File: src/rtl/core/etfp_pkg.sv
`default_nettype none

package etfp_pkg;

    // Sequencer states of the pixel engine.
    typedef enum logic [3:0] {
        ST_IDLE,
        ST_C_RE,
        ST_C_IM,
        ST_SQ_RE,
        ST_SQ_IM,
        ST_AB,
        ST_UPDATE,
        ST_RR,
        ST_II,
        ST_TEST,
        ST_FINISH
    } state_t;

    // Configuration register indexes.
    typedef enum logic [1:0] {
        REG_CENTER_REAL     = 2'd0,
        REG_CENTER_IMAG     = 2'd1,
        REG_PIXEL_STEP      = 2'd2,
        REG_ITERATION_LIMIT = 2'd3
    } reg_index_t;

    localparam logic signed [31:0] CENTER_RESET     = 32'sd0;
    localparam logic [28:0]        STEP_RESET       = 29'd262144;
    localparam logic [20:0]        LIMIT_RESET      = 21'd96;
    localparam logic [20:0]        LIMIT_MIN        = 21'd2;
    // Escape radius squared, 4.0 in Q8.56.
    localparam logic [63:0]        ESCAPE_MAG       = 64'h0400_0000_0000_0000;
    localparam logic signed [63:0] Q428_MAX         = 64'sh0000_0000_7FFF_FFFF;
    localparam logic signed [63:0] Q428_MIN         = -64'sh0000_0000_8000_0000;

    // Clamp a wide signed value to the Q4.28 range.
    function automatic logic signed [31:0] sat_q428(input logic signed [63:0] x);
        logic signed [31:0] r;
        if (x > Q428_MAX) begin
            r = Q428_MAX[31:0];
        end else if (x < Q428_MIN) begin
            r = Q428_MIN[31:0];
        end else begin
            r = x[31:0];
        end
        return r;
    endfunction

endpackage

`default_nettype wire

File: src/rtl/core/escape_time_fractal_pixel_unit.sv
// Flow: an accepted pixel passes the setup states C_RE, C_IM, SQ_RE, SQ_IM and AB,
// then the iteration loop, then FINISH, which waits until the output register can take it.
// The input is ready again once the result has moved into the output register, so
// the pixel rate is set by the iteration loop (UPDATE, RR, II, TEST) around the
// single shared 32x32 multiplier.
// Reset: aresetn is synchronous and active low; it clears the sequencer and the
// output valid, and loads the configuration registers with their reset values.
`default_nettype none

module escape_time_fractal_pixel_unit #(
    parameter int COLORMAP_SIZE = 512
) (
    input  wire logic        aclk,
    input  wire logic        aresetn,
    // Configuration write channel.
    input  wire logic        cfg_valid,
    output logic             cfg_ready,
    input  wire logic [1:0]  cfg_index,
    input  wire logic [31:0] cfg_data,
    // Input pixel stream.
    input  wire logic        s_tvalid,
    output logic             s_tready,
    input  wire logic [23:0] s_tdata,   // [11:0] pixel_x, [23:12] pixel_y
    // Result stream.
    output logic             m_tvalid,
    input  wire logic        m_tready,
    output logic [31:0]      m_tdata,   // [20:0] iteration_count, [29:21] color_index, zero pad
    output logic             m_tuser    // [0] inside_set
);

    // Width of the running color counter that tracks count mod COLORMAP_SIZE.
    localparam int MW = (COLORMAP_SIZE > 1) ? $clog2(COLORMAP_SIZE) : 1;

    etfp_pkg::state_t state_reg, state_next;

    // Configuration registers.
    logic signed [31:0] center_real_reg;
    logic signed [31:0] center_imag_reg;
    logic [28:0]        pixel_step_reg;
    logic [20:0]        iteration_limit_reg;

    // Datapath registers.
    logic signed [11:0] px_reg, px_next;
    logic signed [11:0] py_reg, py_next;
    logic signed [63:0] prod_reg, prod_next;
    logic signed [31:0] cr_reg, cr_next;
    logic signed [31:0] ci_reg, ci_next;
    logic signed [31:0] a_reg, a_next;
    logic signed [31:0] b_reg, b_next;
    logic signed [63:0] aa_reg, aa_next;
    logic signed [63:0] bb_reg, bb_next;
    logic [20:0]        count_reg, count_next;
    logic [MW-1:0]      mod_reg, mod_next;
    logic               inside_reg, inside_next;

    // Output register.
    logic        out_valid_reg, out_valid_next;
    logic [20:0] out_count_reg, out_count_next;
    logic        out_inside_reg, out_inside_next;
    logic [8:0]  out_color_reg, out_color_next;

    // Shared multiplier operands and product.
    logic signed [31:0] op_a;
    logic signed [31:0] op_b;
    logic signed [63:0] mult_full;

    logic [20:0]        lim_even;
    logic [20:0]        lim_eff;
    logic [20:0]        count_inc;
    logic [MW-1:0]      mod_inc;
    logic [MW:0]        mod_plus;
    logic [MW+8:0]      mod_ext;
    logic [63:0]        mag;
    logic               escaped;
    logic               reached;
    logic               can_load;
    logic signed [63:0] diff_sq;

    // Never stalls; the user must write only while the block is idle, which is not enforced.
    assign cfg_ready = 1'b1;

    // Odd limits round down, and anything below two counts as two.
    assign lim_even = {iteration_limit_reg[20:1], 1'b0};
    assign lim_eff  = (lim_even < etfp_pkg::LIMIT_MIN) ? etfp_pkg::LIMIT_MIN : lim_even;

    // One signed 32x32 multiply per cycle, always registered in prod_reg.
    assign mult_full = op_a * op_b;

    assign count_inc = count_reg + 21'd1;
    assign mod_plus  = {1'b0, mod_reg} + {{MW{1'b0}}, 1'b1};
    assign mod_inc   = (mod_plus == (MW+1)'(COLORMAP_SIZE)) ? '0 : mod_plus[MW-1:0];
    // The color counter widened so that its low nine bits can always be taken.
    assign mod_ext   = {9'd0, mod_reg};

    // In the test state prod_reg holds the new imaginary part squared and aa_reg
    // the new real part squared; both are non-negative, so the sum fits 64 bits.
    assign mag     = aa_reg + prod_reg;
    assign escaped = mag > etfp_pkg::ESCAPE_MAG;
    assign reached = count_inc >= lim_eff;
    assign diff_sq = aa_reg - bb_reg;

    // The output register takes a finished pixel when empty or being drained.
    assign can_load = !out_valid_reg || m_tready;

    // Next-state logic of the sequencer.
    always_comb begin
        state_next = state_reg;
        case (state_reg)
            etfp_pkg::ST_IDLE: begin
                if (s_tvalid) begin
                    state_next = etfp_pkg::ST_C_RE;
                end
            end
            etfp_pkg::ST_C_RE:   state_next = etfp_pkg::ST_C_IM;
            etfp_pkg::ST_C_IM:   state_next = etfp_pkg::ST_SQ_RE;
            etfp_pkg::ST_SQ_RE:  state_next = etfp_pkg::ST_SQ_IM;
            etfp_pkg::ST_SQ_IM:  state_next = etfp_pkg::ST_AB;
            etfp_pkg::ST_AB:     state_next = etfp_pkg::ST_UPDATE;
            etfp_pkg::ST_UPDATE: state_next = etfp_pkg::ST_RR;
            etfp_pkg::ST_RR:     state_next = etfp_pkg::ST_II;
            etfp_pkg::ST_II:     state_next = etfp_pkg::ST_TEST;
            etfp_pkg::ST_TEST: begin
                // The limit is only looked at after an even number of iterations.
                if (escaped || (!count_inc[0] && reached)) begin
                    state_next = etfp_pkg::ST_FINISH;
                end else begin
                    state_next = etfp_pkg::ST_UPDATE;
                end
            end
            etfp_pkg::ST_FINISH: begin
                if (can_load) begin
                    state_next = etfp_pkg::ST_IDLE;
                end
            end
            default: state_next = etfp_pkg::ST_IDLE;
        endcase
    end

    // Sequencer outputs: input ready and multiplier operand selection.
    always_comb begin
        s_tready = 1'b0;
        op_a     = '0;
        op_b     = '0;
        case (state_reg)
            etfp_pkg::ST_IDLE: begin
                s_tready = 1'b1;
            end
            etfp_pkg::ST_C_RE: begin
                op_a = {{20{px_reg[11]}}, px_reg};
                op_b = {3'b000, pixel_step_reg};
            end
            etfp_pkg::ST_C_IM: begin
                op_a = {{20{py_reg[11]}}, py_reg};
                op_b = {3'b000, pixel_step_reg};
            end
            etfp_pkg::ST_SQ_RE: begin
                op_a = cr_reg;
                op_b = cr_reg;
            end
            etfp_pkg::ST_SQ_IM: begin
                op_a = ci_reg;
                op_b = ci_reg;
            end
            etfp_pkg::ST_AB, etfp_pkg::ST_TEST: begin
                op_a = a_reg;
                op_b = b_reg;
            end
            etfp_pkg::ST_RR: begin
                op_a = a_reg;
                op_b = a_reg;
            end
            etfp_pkg::ST_II: begin
                op_a = b_reg;
                op_b = b_reg;
            end
            default: begin
                op_a = '0;
                op_b = '0;
            end
        endcase
    end

    // Datapath next values. The product of each multiplying state is consumed in the next one.
    always_comb begin
        px_next         = px_reg;
        py_next         = py_reg;
        prod_next       = mult_full;
        cr_next         = cr_reg;
        ci_next         = ci_reg;
        a_next          = a_reg;
        b_next          = b_reg;
        aa_next         = aa_reg;
        bb_next         = bb_reg;
        count_next      = count_reg;
        mod_next        = mod_reg;
        inside_next     = inside_reg;
        out_valid_next  = out_valid_reg && !m_tready;
        out_count_next  = out_count_reg;
        out_inside_next = out_inside_reg;
        out_color_next  = out_color_reg;
        case (state_reg)
            etfp_pkg::ST_IDLE: begin
                if (s_tvalid) begin
                    px_next    = s_tdata[11:0];
                    py_next    = s_tdata[23:12];
                    count_next = '0;
                    mod_next   = '0;
                end
            end
            etfp_pkg::ST_C_IM: begin
                cr_next = etfp_pkg::sat_q428(64'(center_real_reg) + prod_reg);
            end
            etfp_pkg::ST_SQ_RE: begin
                ci_next = etfp_pkg::sat_q428(64'(center_imag_reg) + prod_reg);
                a_next  = cr_reg;
            end
            etfp_pkg::ST_SQ_IM: begin
                aa_next = prod_reg;
                b_next  = ci_reg;
            end
            etfp_pkg::ST_AB: begin
                bb_next = prod_reg;
            end
            etfp_pkg::ST_UPDATE: begin
                // Real part from a*a - b*b, imaginary part 2ab from the a*b product.
                a_next = etfp_pkg::sat_q428((diff_sq >>> 28) + 64'(cr_reg));
                b_next = etfp_pkg::sat_q428((prod_reg >>> 27) + 64'(ci_reg));
            end
            etfp_pkg::ST_II: begin
                aa_next = prod_reg;
            end
            etfp_pkg::ST_TEST: begin
                bb_next     = prod_reg;
                count_next  = count_inc;
                mod_next    = mod_inc;
                inside_next = reached;
            end
            etfp_pkg::ST_FINISH: begin
                if (can_load) begin
                    out_valid_next  = 1'b1;
                    out_count_next  = count_reg;
                    out_inside_next = inside_reg;
                    out_color_next  = inside_reg ? 9'd0 : mod_ext[8:0];
                end
            end
            default: begin
                prod_next = mult_full;
            end
        endcase
    end

    always_ff @(posedge aclk) begin
        if (!aresetn) begin
            state_reg           <= etfp_pkg::ST_IDLE;
            out_valid_reg       <= 1'b0;
            center_real_reg     <= etfp_pkg::CENTER_RESET;
            center_imag_reg     <= etfp_pkg::CENTER_RESET;
            pixel_step_reg      <= etfp_pkg::STEP_RESET;
            iteration_limit_reg <= etfp_pkg::LIMIT_RESET;
        end else begin
            state_reg     <= state_next;
            out_valid_reg <= out_valid_next;
            if (cfg_valid && cfg_ready) begin
                case (cfg_index)
                    etfp_pkg::REG_CENTER_REAL:     center_real_reg     <= cfg_data;
                    etfp_pkg::REG_CENTER_IMAG:     center_imag_reg     <= cfg_data;
                    etfp_pkg::REG_PIXEL_STEP:      pixel_step_reg      <= cfg_data[28:0];
                    etfp_pkg::REG_ITERATION_LIMIT: iteration_limit_reg <= cfg_data[20:0];
                    default:                       center_real_reg     <= center_real_reg;
                endcase
            end
        end
    end

    // Payload registers carry no reset.
    always_ff @(posedge aclk) begin
        px_reg         <= px_next;
        py_reg         <= py_next;
        prod_reg       <= prod_next;
        cr_reg         <= cr_next;
        ci_reg         <= ci_next;
        a_reg          <= a_next;
        b_reg          <= b_next;
        aa_reg         <= aa_next;
        bb_reg         <= bb_next;
        count_reg      <= count_next;
        mod_reg        <= mod_next;
        inside_reg     <= inside_next;
        out_count_reg  <= out_count_next;
        out_inside_reg <= out_inside_next;
        out_color_reg  <= out_color_next;
    end

    assign m_tvalid = out_valid_reg;
    assign m_tdata  = {2'b00, out_color_reg, out_count_reg};
    assign m_tuser  = out_inside_reg;

    // An inside pixel always reports color index zero.
    assert property (@(posedge aclk) disable iff (!aresetn)
        (m_tvalid && m_tuser) |-> (m_tdata[29:21] == 9'd0))
        else $error("inside pixel with nonzero color index");

    // A delivered count is at least one and never above the effective limit.
    assert property (@(posedge aclk) disable iff (!aresetn)
        m_tvalid |-> ((m_tdata[20:0] != 21'd0) && (m_tdata[20:0] <= lim_eff)))
        else $error("iteration count out of range");

    // The loop never tests past the limit.
    assert property (@(posedge aclk) disable iff (!aresetn)
        (state_reg == etfp_pkg::ST_TEST) |-> (count_reg < lim_eff))
        else $error("iteration loop ran past the limit");

    // A pixel reaching its limit on an even count always leaves the loop.
    assert property (@(posedge aclk) disable iff (!aresetn)
        ((state_reg == etfp_pkg::ST_TEST) && reached && !count_inc[0])
        |=> (state_reg == etfp_pkg::ST_FINISH))
        else $error("loop did not stop at the limit");

endmodule

`default_nettype wire
File: config.mk
export PLATFORM = sky130hd
export DESIGN_NAME = escape_time_fractal_pixel_unit
export DESIGN_NICKNAME = d
export VERILOG_FILES = /design/src/rtl/core/etfp_pkg.sv /design/src/rtl/core/escape_time_fractal_pixel_unit.sv
export SDC_FILE = /design/constraint.sdc
export NUM_CORES = 2
export LEC_CHECK = 0
export BUFFER_PORTS_ARGS = -buffer_cell sky130_fd_sc_hd__buf_2
export CORE_AREA = 5 5 435 437
export DETAILED_ROUTE_END_ITERATION = 10
export DIE_AREA = 0 0 440 442
export PLACE_DENSITY = 0.65
export SYNTH_ARGS = -nofsm -noshare
export SYNTH_HDL_FRONTEND = slang
export SYNTH_SLANG_ARGS = --single-unit
export TNS_END_PERCENT = 30
File: constraint.sdc
create_clock -name aclk -period 15.75 [get_ports aclk]
set_input_delay 0.7875 -clock aclk [delete_from_list [all_inputs] [get_ports aclk]]
set_output_delay 0.7875 -clock aclk [all_outputs]
set_load 0.02 [all_outputs]
# ---- Yosys cells after proc, flatten, opt, wreduce, memory -nomap -nowiden
# Index checks and enable logic that the tools add are counted.
dict set report op_classes {
  n_addsub 8
  multipliers 1
  magnitude_cmp 11
  n_eq_ne 16
  n_mux 23
  n_reduce_logical 25
}
# cell n
set op_table {}
lappend op_table {{$mux 32} 6}
lappend op_table {{$pmux 32 s6} 1}
lappend op_table {{$pmux 32 s5} 1}
lappend op_table {{$add 32x64->64} 2}
lappend op_table {{$gt 64x32->1 const B} 2}
lappend op_table {{$lt 64x32->1 const B} 2}
lappend op_table {{$pmux 32 s2} 2}
lappend op_table {{$add 64x64->64} 1}
lappend op_table {{$gt 64x59->1 const B} 1}
lappend op_table {{$mul 32x32->64} 1}
lappend op_table {{$sub 64x64->64} 1}
lappend op_table {{$pmux 4 s11} 1}
lappend op_table {{$mux 21} 2}
lappend op_table {{$pmux 21 s2} 1}
lappend op_table {{$add 37x32->38} 1}
lappend op_table {{$gt 38x32->1 const B} 1}
lappend op_table {{$lt 38x32->1 const B} 1}
lappend op_table {{$add 36x32->37} 1}
lappend op_table {{$gt 37x32->1 const B} 1}
lappend op_table {{$lt 37x32->1 const B} 1}
lappend op_table {{$add 21x1->21 const B} 1}
lappend op_table {{$ge 21x21->1} 1}
lappend op_table {{$lt 21x2->1 const B} 1}
lappend op_table {{$mux 9} 2}
lappend op_table {{21 further kinds} 49}
dict set report totals {
  ff_bits 525
  inputBits 63
  output_inout_bits 36
  elab_cells 105
}

# ---- Logic depth before layout (Yosys ltp)
dict set report depth {
  ltp_word 7
  mapped_depth 41
  mapped_depth_nobuf 36
}

# ---- Least setup slack after synthesis
# Ideal clock, no wire load.
dict set report synth_path {
  path_kind {register -> register}
  start {register state_reg[1]}
  end {register prod_reg[60]}
  setup_ns 0.121
  t_arrival_ns 10.826
  required_time_ns 15.630
  path_slack_ns 4.804
  stages_incl_launch_ff 39
  path_buffers 6
  synth_period_minus_slack_ns 10.946
  path_cell_list {dfxtp_1 clkbuf_1 inv_1 and3_1 or2_2 clkbuf_1 clkbuf_1 clkbuf_1 a21oi_1 nand3_1 clkbuf_1 nand2_1 fa_1 fa_1 inv_1 fa_1 inv_1 fa_1 [... 3 more ...] fa_1 inv_1 fa_1 inv_1 ha_1 clkbuf_1 nand4_1 nor4_1 nand4_1 or2_2 o211ai_1 a21oi_1 o21ai_0 o311ai_0 a21oi_1 o21a_1 nor2_1 xnor2_1}
}
dict set report synth_via {
  elab_chain_cells 4
  word_cells_on_any_way 14
  cone_classes {mul (1); eq/ne (8); mux (2); reduce/logical (3)}
}
# item line
set synth_rtl {}
lappend synth_rtl {{start: declaration} escape_time_fractal_pixel_unit.sv:34} ;# etfp_pkg::state_t state_reg, state_next;
lappend synth_rtl {{start signal: assignment} escape_time_fractal_pixel_unit.sv:254} ;# state_reg <= etfp_pkg::ST_IDLE;
lappend synth_rtl {{start signal: assignment} escape_time_fractal_pixel_unit.sv:261} ;# state_reg <= state_next;
lappend synth_rtl {{$eq 4x4->1, or another cell as far along} escape_time_fractal_pixel_unit.sv:144} ;# case (state_reg)
lappend synth_rtl {{$reduce_or 3->1 (no source line) / $reduce_or 2->1 (equally long branches)} --}
lappend synth_rtl {{$pmux 32 s6 / $pmux 32 s5 (equally long branches)} escape_time_fractal_pixel_unit.sv:144}
lappend synth_rtl {{$mul 32x32->64 *} escape_time_fractal_pixel_unit.sv:87} ;# assign mult_full = op_a * op_b;
lappend synth_rtl {{named net mult_full[60]} escape_time_fractal_pixel_unit.sv:65} ;# logic signed [63:0] mult_full;
lappend synth_rtl {{end signal: assignment} escape_time_fractal_pixel_unit.sv:279} ;# prod_reg <= prod_next;
lappend synth_rtl {{end: declaration} escape_time_fractal_pixel_unit.sv:45} ;# logic signed [63:0] prod_reg, prod_next;
# Mark *: on every way through the listed nets, which the timed path passes. The rest lies on a longest branch.
# A chain may end at the register's enable or synchronous reset.

# ---- Worst setup path after layout
dict set report layout_path {
  start {register state_reg[3]}
  end {register prod_reg[61]}
}
# Same word-level chain as after synthesis.

==> flow_summary.json <==
{
  "outcome": "complete, no violations",
  "first_pass_iters": 6,
  "finalCritPeriodShare_pct": 75.4,
  "regToRegEndpoint": "prod_reg[61]$_DFF_P_",
  "max-slew-margin-rel_pct": 13.5,
  "synthesized_netlist_cell_count": 8291,
  "hold_sp": "s_tdata[1]",
  "antenna_violations_before_repair": 6,
  "number_of_setup_buffers_added_after_cts": 0,
  "synth.distinct_cells": 96,
  "io_buffers": 95,
  "fmax_mhz": 84.2,
  "rr_startpoint": "state_reg[3]$_SDFFE_PN0P_",
  "post-synth-top-area-fraction_pct": 29.7,
  "timing.final.hold_violations": 0,
  "ys_top_cells_by_count": "sky130_fd_sc_hd__inv_1 (1,203), sky130_fd_sc_hd__nand2_1 (1,121), sky130_fd_sc_hd__fa_1 (1,087), sky130_fd_sc_hd__nor2_1 (747), sky130_fd_sc_hd__a21oi_1 (574)",
  "critPathKind": "flop to flop",
  "yosys-top-cells-area": "sky130_fd_sc_hd__fa_1 (30%), sky130_fd_sc_hd__edfxtp_1 (14%), sky130_fd_sc_hd__ha_1 (9.0%), sky130_fd_sc_hd__inv_1 (6.2%), sky130_fd_sc_hd__nand2_1 (5.7%)",
  "crit_path_frequent_cell": "sky130_fd_sc_hd__fa_1",
  "synth_seq_area_share_pct": 19.0,
  "slowest_stage": "sky130_fd_sc_hd__a222oi_1",
  "startpoint_type": "flop",
  "worst_hold_path_type": "primary input to flop",
  "finalWorstSetupSlack_ns": 3.87,
  "register_bit_total_from_synthesis": 524,
  "synth_most_common_cell": "sky130_fd_sc_hd__inv_1",
  "timing.reg2reg.worst_path_depth": 31,
  "gp_routability_congestion": 1.01,
  "fin_skew_ns": 0.0610,
  "register_clock_pin_slew_on_the_reported_worst_setup_and_hold_paths_ns": 0.07,
  "final_cells": 10800,
  "finalCriticalPeriod_ns": 11.88,
  "drt_drc_violations_left": 0,
  "finalSetupViolations": 0,
  "placement_rows": 158,
  "worstPathMaxFanout": 35,
  "num_io_pins": 99,
  "clock_latency_ns": 0.68,
  "netlist.top_cell.by_area": "sky130_fd_sc_hd__fa_1",
  "synth.yosys.warnings": 0,
  "met3_usage_pct": 4.85,
  "count_of_flip_flops_with_a_built_in_enable_after_synthesis": 342,
  "cts.htree.levels": 2,
  "tritoncts": "built",
  "postRouteAntennaNets": 0,
  "rsz0062_at_grt": "no",
  "grt-ovfl-total": 0,
  "leakage_uw": 0.0360,
  "grt_usage_pct": 26.5,
  "drt-wirelength-per-cell_microns": 24.2,
  "layout-drive-gt1-share_pct": 5.50,
  "die_width_microns": 440,
  "drt_iter0_markers": 6230,
  "dp_hpwl_microns": 206000,
  "routed-via-count": 62000,
  "holdWs_ns": 0.285,
  "max_cap_viol_count": 0,
  "place.detailed.instances": 10600,
  "finalWirelength_microns": 260000,
  "finalSetupTns_ns": 0,
  "coreArea_sq_um": 185000,
  "chipHeight_microns": 442,
  "peakVddDrop_mv": 0.0880,
  "max_stage_delay_ns": 1.16,
  "numCtsBuffers": 60,
  "layout-area-overhead-vs-synth_pct": 7.65,
  "cp.arrival_ns": 12.43,
  "grt_util_met1_pct": 36.4,
  "grt_first_pass_wirelength_microns": 392000,
  "synth-async-reset-ratio_pct": 0,
  "design.die.area_sq_um": 194000,
  "initial_core_util_pct": 39.7,
  "reg2reg_slack_ns": 3.87,
  "finish.net_count": 9894,
  "avg_synthesized_cell_area_sq_um": 8.85,
  "clock_path_buffers": 3,
  "most_utilized_layer_in_the_global_route_result": "met2",
  "synth_area_sq_um": 73400,
  "grt_start_max_net_pins": 89,
  "pwr_density_cell_nw_per_um2": 110,
  "synth-main-ff-cell": "sky130_fd_sc_hd__edfxtp_1",
  "hold_depth": 1,
  "groute.layer.met2.usage_pct": 40.1,
  "endpoint_kind": "flop",
  "min_delay_worst_endpoint": "px_reg[1]$_DFFE_PP_",
  "cts_resized": 0,
  "cts_hold_repair.buffers": 0,
  "design_power_total_uw": 8650,
  "number_of_global_route_vias_before_repair": 62100,
  "avgViaCountPerCell": 5.76,
  "maxSlewViolCount": 0,
  "cts-root-buf": "sky130_fd_sc_hd__clkbuf_16",
  "tightest_slew_ns": 1.30,
  "endpoint_required_time_on_the_critical_path_ns": 16.30,
  "detailedPlace.worstSlack_ns": 4.13,
  "clkSinkCount": 524
}
## how the worst max path moves through the flow
stage                           end  cells past startpoint                      start  slack (ns)
6_report       prod_reg[61]$_DFF_P_                     31  state_reg[3]$_SDFFE_PN0P_        3.87
5_1_grt        prod_reg[60]$_DFF_P_                     29  state_reg[1]$_SDFFE_PN0P_        3.35
4_1_cts        prod_reg[61]$_DFF_P_                     31  state_reg[3]$_SDFFE_PN0P_        4.00
3_5_place_dp   prod_reg[61]$_DFF_P_                     31  state_reg[3]$_SDFFE_PN0P_        4.13
3_3_place_gp   prod_reg[57]$_DFF_P_                     32  state_reg[3]$_SDFFE_PN0P_        4.17
2_1_floorplan  prod_reg[60]$_DFF_P_                     38  state_reg[1]$_SDFFE_PN0P_        4.80
## placed cells by master (no fill, tap or decap), types with 46 or more instances in the layout
cell                        count
sky130_fd_sc_hd__xnor2_1      200
sky130_fd_sc_hd__nand3_1      121
sky130_fd_sc_hd__a21oi_1      572
sky130_fd_sc_hd__o21bai_1      64
sky130_fd_sc_hd__nand4_1      126
sky130_fd_sc_hd__edfxtp_1     342
sky130_fd_sc_hd__fa_1        1087
sky130_fd_sc_hd__nand2_1     1119
sky130_fd_sc_hd__inv_1       1203
sky130_fd_sc_hd__o21ai_0      237
sky130_fd_sc_hd__o21a_1        57
sky130_fd_sc_hd__xor2_1       131
sky130_fd_sc_hd__and2_1        59
sky130_fd_sc_hd__buf_4        154
sky130_fd_sc_hd__dfxtp_1      182
sky130_fd_sc_hd__clkbuf_16     62
sky130_fd_sc_hd__nor3_1        67
sky130_fd_sc_hd__buf_2         96
sky130_fd_sc_hd__nor2_1       741
sky130_fd_sc_hd__nand2b_1      46
sky130_fd_sc_hd__and3_1        62
sky130_fd_sc_hd__ha_1         530
sky130_fd_sc_hd__a22oi_1       53
sky130_fd_sc_hd__a21o_1       220
## logic make-up (layout without fill, tap and decap cells)
kind of cell / count (synthesis) / after routing / share of synthesized area [%]
adders and majority gates: 1617 / 1617 / 38.7
DFF: 524 / 524 / 19.0
buffers and inverters: 1595 / 1569 / 8.22
and+or+nand+nor: 2567 / 2567 / 15.4
xor gates and xnor gates: 331 / 331 / 3.95
AOI/OAI and AO/OA: 1642 / 1642 / 14.5
muxes: 13 / 13 / 0.182
other: 2 / 7 / 0.0102
## per-stage QoR
stage | util [%] | area (sq um)
2_1_floorplan | - | 73400
6_report | 42.8 | 79000
5_1_grt | 42.8 | 79000
3_5_place_dp | 41.6 | 76800
4_1_cts | 42.8 | 79000
3_3_place_gp | 41.6 | 76800
## routing by layer
metal,vias to the layer above,part of all wire (%)
li1,27300,-
met3,580,9.6
met5,-,0
met4,0,6.3
met1,31000,41
met2,3102,43
## worst max-delay path, delay by kind of cell (launching register included)
| kind | cells | cell delay [ns] |
|---|---|---|
| XOR/XNOR | 1 | 0.19 |
| AND/OR/NAND/NOR | 11 | 3.55 |
| flip-flops | 1 | 0.60 |
| buffers and inverters | 6 | 0.98 |
| AO/OA/AOI/OAI | 4 | 2.12 |
| adder cells (fa/ha/maj) | 9 | 4.21 |
## area by class of cell
type                       instances  area (sq um)
fill                           17900        106000
clock buffer                      72          1650
multi-input combinational       6173         53600
antenna                            4          10.0
clock inverter                    42           534
tap                             2480          3100
sequential                       524         13900
timing repair buffer             250          1640
inverter                        1205          4520
## power breakdown
group,internal [uW],leakage (uW),total [uW],switching (uW)
combinational,1750,0.0303,5170,3420
sequential,1670,0.00464,1930,257
clock,892,0.00106,1550,661
total,4320,0.0360,8650,4340
(Power assumes the default switching activity.)
